## src/hw/rtl/rmq_pkg.sv

```systemverilog
// ----------------------------------------------------------------------------
// rmq_pkg
// Shared widths and types for the rotation matrix to quaternion pipeline.
// ----------------------------------------------------------------------------
`default_nettype none

package rmq_pkg;

  // element format: signed, two integer bits
  localparam int DATA_WIDTH = 16;
  localparam int FRAC       = DATA_WIDTH - 2;

  // matrix trace and square-root argument
  localparam int TW    = DATA_WIDTH + 2;
  localparam int ASW   = DATA_WIDTH + 3;
  localparam int AW    = DATA_WIDTH + 1;

  // square root: radicand is the argument shifted up by FRAC
  localparam int RADW  = AW + FRAC;
  localparam int SW    = (RADW + 1) / 2;
  localparam int RAD2  = 2 * SW;
  localparam int REMW  = SW + 3;

  // numerators and the rounding divider
  localparam int NUMW  = DATA_WIDTH + 1;
  localparam int NW    = DATA_WIDTH + FRAC + 1;
  localparam int DW    = SW + 1;
  localparam int QW    = NW - FRAC / 2 - 1;

  // stream widths, whole bytes
  localparam int IN_W  = ((9 * DATA_WIDTH + 7) / 8) * 8;
  localparam int OUT_W = ((4 * DATA_WIDTH + 7) / 8) * 8;

  typedef logic signed [DATA_WIDTH-1:0] elem_t;
  typedef logic signed [NUMW-1:0]       num_t;

  // quaternion component slots
  typedef enum logic [1:0] {
    SLOT_X = 2'd0,
    SLOT_Y = 2'd1,
    SLOT_Z = 2'd2,
    SLOT_W = 2'd3
  } slot_t;

endpackage

`default_nettype wire

```

## src/hw/rtl/rmq_div_pipe.sv

```systemverilog
// ----------------------------------------------------------------------------
// rmq_div_pipe
// Pipelined restoring divider, one quotient bit per stage, shared stall.
// ----------------------------------------------------------------------------
`default_nettype none

module rmq_div_pipe (
  input  logic                  clk,
  input  logic                  en,
  input  logic [rmq_pkg::NW-1:0] num,
  input  logic [rmq_pkg::DW-1:0] den,
  output logic [rmq_pkg::QW-1:0] quot
);
  import rmq_pkg::*;

  logic [DW-1:0] rem   [QW+1];
  logic [QW-1:0] lo    [QW+1];
  logic [DW-1:0] den_r [QW+1];

  logic [DW-1:0] rem_nx [QW+1];
  logic [QW-1:0] lo_nx  [QW+1];

  // one trial subtraction per stage; top dividend bits are known below den
  always_comb begin
    logic [DW:0] trial;
    rem_nx[0] = DW'(num[NW-1:QW]);
    lo_nx[0]  = num[QW-1:0];
    trial     = '0;
    for (int k = 1; k <= QW; k++) begin
      trial = {rem[k-1], lo[k-1][QW-1]};
      if (trial >= {1'b0, den_r[k-1]}) begin
        rem_nx[k] = DW'(trial - {1'b0, den_r[k-1]});
        lo_nx[k]  = {lo[k-1][QW-2:0], 1'b1};
      end else begin
        rem_nx[k] = trial[DW-1:0];
        lo_nx[k]  = {lo[k-1][QW-2:0], 1'b0};
      end
    end
  end

  always_ff @(posedge clk) begin
    if (en) begin
      den_r[0] <= den;
      for (int k = 0; k <= QW; k++) begin
        rem[k] <= rem_nx[k];
        lo[k]  <= lo_nx[k];
        if (k > 0) den_r[k] <= den_r[k-1];
      end
    end
  end

  assign quot = lo[QW];

endmodule

`default_nettype wire

```

## config.mk

```make
export PLATFORM = sky130hd
export DESIGN_NAME = rmq_div_pipe
export DESIGN_NICKNAME = d
export VERILOG_FILES = /design/src/hw/rtl/rmq_pkg.sv /design/src/hw/rtl/rmq_div_pipe.sv
export SDC_FILE = /design/constraint.sdc
export NUM_CORES = 2
export LEC_CHECK = 0
export BUFFER_PORTS_ARGS = -buffer_cell sky130_fd_sc_hd__buf_2
export CAP_MARGIN = 20
export CORE_MARGIN = 4
export CORE_UTILIZATION = 46
export DETAILED_ROUTE_END_ITERATION = 8
export PLACE_DENSITY_LB_ADDON = 0.25
export SLEW_MARGIN = 20
export SYNTH_ARGS = -nofsm -noshare
export SYNTH_HDL_FRONTEND = slang
export SYNTH_SLANG_ARGS = --single-unit
export TNS_END_PERCENT = 100
```

## constraint.sdc

```tcl
create_clock -name clk -period 6.8 [get_ports clk]
set_input_delay 0.34 -clock clk [delete_from_list [all_inputs] [get_ports clk]]
set_output_delay 0.34 -clock clk [all_outputs]
set_load 0.01 [all_outputs]
```

==> run_results.csv <==
group,metric,value,unit
run_status,status,"finished, final reports clean",
layout,drive_gt1_share,10.5,%
worst_setup_path,startpoint_type,"flip-flop",
layout,diodes,0,
placed_design,globalplace.congestion,0.866,
floorplanning,core,134000,um2
yosys,synthDominantCellAreaShare,63.9,%
yosys,yosysWarnings,0,
layout,synthToLayoutAreaGrowth,12.4,%
worst_setup_path,cp.required,7.31,ns
clock_tree,cts_tree,"yes",
drt,vias,35200,
timing,fin_crit_sh,58.0,%
worst_setup_path,cp-end-kind,"flip-flop",
global_routing,first_global_vias,34800,
timing,max-slew-margin-rel,26.5,%
clock_tree,clk_pin_slew,0.06,ns
timing,fmax,0.253,GHz
yosys,syn-instance-count,4614,
worst_setup_path,startpoint,"lo[0][45]",
yosys,synth_flop_cell,"edfxtp_1",
timing,worst_slew_pin_slew,1.10,ns
yosys,ys_seq_area_share,63.9,%
clock_tree,clock_path_buffers,3,
timing,fin_hold_ws,0.0635,ns
floorplanning,dieWidth,376,um
power,leakage,27.3,nW
yosys,synth-edff-count,1325,
drt,dr.first_iter.drc_count,2422,
yosys,syn_avg_cell_area,13.5,um2
global_routing,overflow,0,
yosys,ys_ff_latch,1325,
hold_path,hold_path.startpoint,"en",
worst_setup_path,path_class,"flip-flop to flip-flop",
drt,ant_nets,0,
layout,final_area,70000,um2
clock_tree,cts_sinks,1325,
global_routing,grt_max_degree,188,
yosys,netlist_area,62300,um2
clock_tree,post_cts_buffers,0,
drt,dr.pass1.iters,5,
yosys,synthesis.nets,5069,
clock_tree,cts-root-buf,"clkbuf_16",
timing,tns,0,ns
worst_setup_path,reg2reg_from,"lo[0][45]",
worst_setup_path,cp_max_fo,17,
yosys,synth_commonest_cells,"edfxtp_1, inv_1, ha_1",
timing,fin_skew,0.0191,ns
timing,period_minus_slack,3.95,ns
drt,drc,0,
floorplanning,dieHeight,376,um
worst_setup_path,reg2regPathDepth,12,
worst_setup_path,rrSetupSlack,2.85,ns
worst_setup_path,worstSetupEndpoint,"rem[0][46]",
yosys,netlist_top_cells_area,"edfxtp_1, ha_1, mux2_2, inv_1, a21oi_1",
drt,wl_per_cell,16.6,um
timing,setup_violations,0,
flow_run,cap_violations,0,
floorplanning,pin_count,73,
global_routing,antenna_found_initial,1,
yosys,synth.distinct_cells,81,
layout,fillers,11300,
power,power.density,430,nW/um2
floorplanning,rows,134,
yosys,yosysMostFrequentCell,"edfxtp_1",
clock_tree,clk_latency,0.76,ns
placed_design,dp_hpwl,76300,um
placed_design,port_buffers,72,
clock_tree,htreeDepth,4,
timing,slew_viol_final,0,
hold_path,worstHoldPathType,"primary input to flip-flop",
global_routing,grt_pass1_wl,181000,um
floorplanning,fp.dieArea,141000,um2
global_routing,track_usage,15.8,%
power,vdd_drop_max,263,uV
drt,viasPerCell,5.26,
placed_design,postPlaceCellArea,64700,um2
worst_setup_path,cp.arrival,4.46,ns
worst_setup_path,r2r-end,"rem[0][46]",
yosys,synth_largest_area_cell,"edfxtp_1",
clock_tree,cts_made_buffers,148,
timing,hold_viol,0,
yosys,synth-async-reset-ratio,0,%
drt,wirelength,111000,um
floorplanning,initial_core_util,46.5,%
timing,rsz0062_at_grt,"no",
layout,nets,5271,
through the flow:
step | total power, W | cells | utilization [%] | setup slack [ns]
global route | 0.0322 | 6700 | 52.3 | 2.58
global placement | 0.0221 | 6384 | 48.3 | 2.90
detailed placement | 0.0223 | 6385 | 48.3 | 2.86
CTS | 0.0304 | 6699 | 52.2 | 2.83
finish | 0.0301 | 6700 | 52.3 | 2.85
floorplan | 0.0199 | 4614 | - | 3.53
worst max-delay path, stage by stage, from the launching register on:
cell and delay [ns]:
edfxtp_1 0.35, inv_1 0.08, ha_1 0.18, inv_1 0.06, fa_1 0.41, a21o_1 0.20, a21o_1 0.21, a21oi_2 0.23
o221ai_1 0.18, or3b_1 0.40, a221oi_2 0.28, o21a_1 0.69, mux2_2 0.42
metal layers:
metal | wire (um) | GRT usage, % | part of all wire (%) | vias to the layer above
li1 | - | - | - | 17500
met1 | 51600 | 21.5 | 46 | 16900
met2 | 52200 | 25.5 | 47 | 630
met3 | 4830 | 3.35 | 4.3 | 187
met4 | 2740 | 4.91 | 2.5 | 0
met5 | 0 | 0 | 0 | -
worst min-delay path by stage:
stage            endpoint  slack (ns)  cells after the start
6_report        lo[0][10]        0.06                      1
5_1_grt         lo[0][10]        0.06                      1
4_1_cts         lo[0][10]        0.07                      1
3_5_place_dp   lo[0][130]        0.40                      0
3_3_place_gp   lo[0][120]        0.40                      0
2_1_floorplan  lo[0][100]        0.40                      0
power breakdown:
group | switching [W] | internal (W) | leakage, nW
clock | 0.00317 | 0.00470 | 2.35
sequential | 0.000826 | 0.0112 | 13.0
combinational | 0.00557 | 0.00466 | 12.0
total | 0.00956 | 0.0206 | 27.3
repair_timing:
action / CTS / global route
hold buffers: 48 / 0
resized for setup: 0 / 0
hold endpoints to repair: 48 / 0
state kept, by name, indices dropped and copies added (netlist names):
register	count
den_r	391
lo	552
rem	382
kinds of logic (layout without fill, tap and decap cells):
group	count (synthesis)	after routing	share of synthesized area, %
AND/OR/NAND/NOR	794	794	6.03
AO/OA/AOI/OAI	1033	1033	10.4
flip-flops	1325	1325	63.9
multiplexers	194	194	3.52
XOR/XNOR	295	295	4.15
buffers and inverters	568	886	3.69
adder cells (fa/ha/maj)	405	405	8.40
placed cells by master, fill, tap and decap left out, types with 11 or more instances in the layout:
cell type      count
a211o_1           19
a211oi_1          31
a21boi_0          12
a21o_1           116
a21oi_1          338
a221oi_1          11
a31oi_1           28
and3_1            12
and4_1            16
buf_2             71
buf_4             13
bufinv_16         15
clkbuf_1          19
clkbuf_16        154
clkinv_1          32
clkinv_2          22
dlygate4sd3_1     48
edfxtp_1        1325
fa_1              22
ha_1             383
inv_1            479
mux2_2           168
mux2i_1           15
nand2_1          243
nand2b_1          39
nand3_1           50
nand4_1           56
nor2_1           245
nor2b_1           36
nor3_1            38
o2111ai_1         13
o211ai_1          14
o21a_1            42
o21ai_0          255
o21bai_1          51
o31ai_1           15
or3_1             13
xnor2_1          169
xor2_1           126
cell type report:
class	count	area (um2)	share of cell area (%)
clock buffer	173	3930	5.61
clock inverter	93	917	1.31
inverter	479	1800	2.57
multi-input combinational	2721	20300	28.9
sequential	1325	39800	56.8
tap	1768	2210	3.16
timing repair buffer	141	1120	1.59
Note: power is estimated with default switching activity, not from simulation.
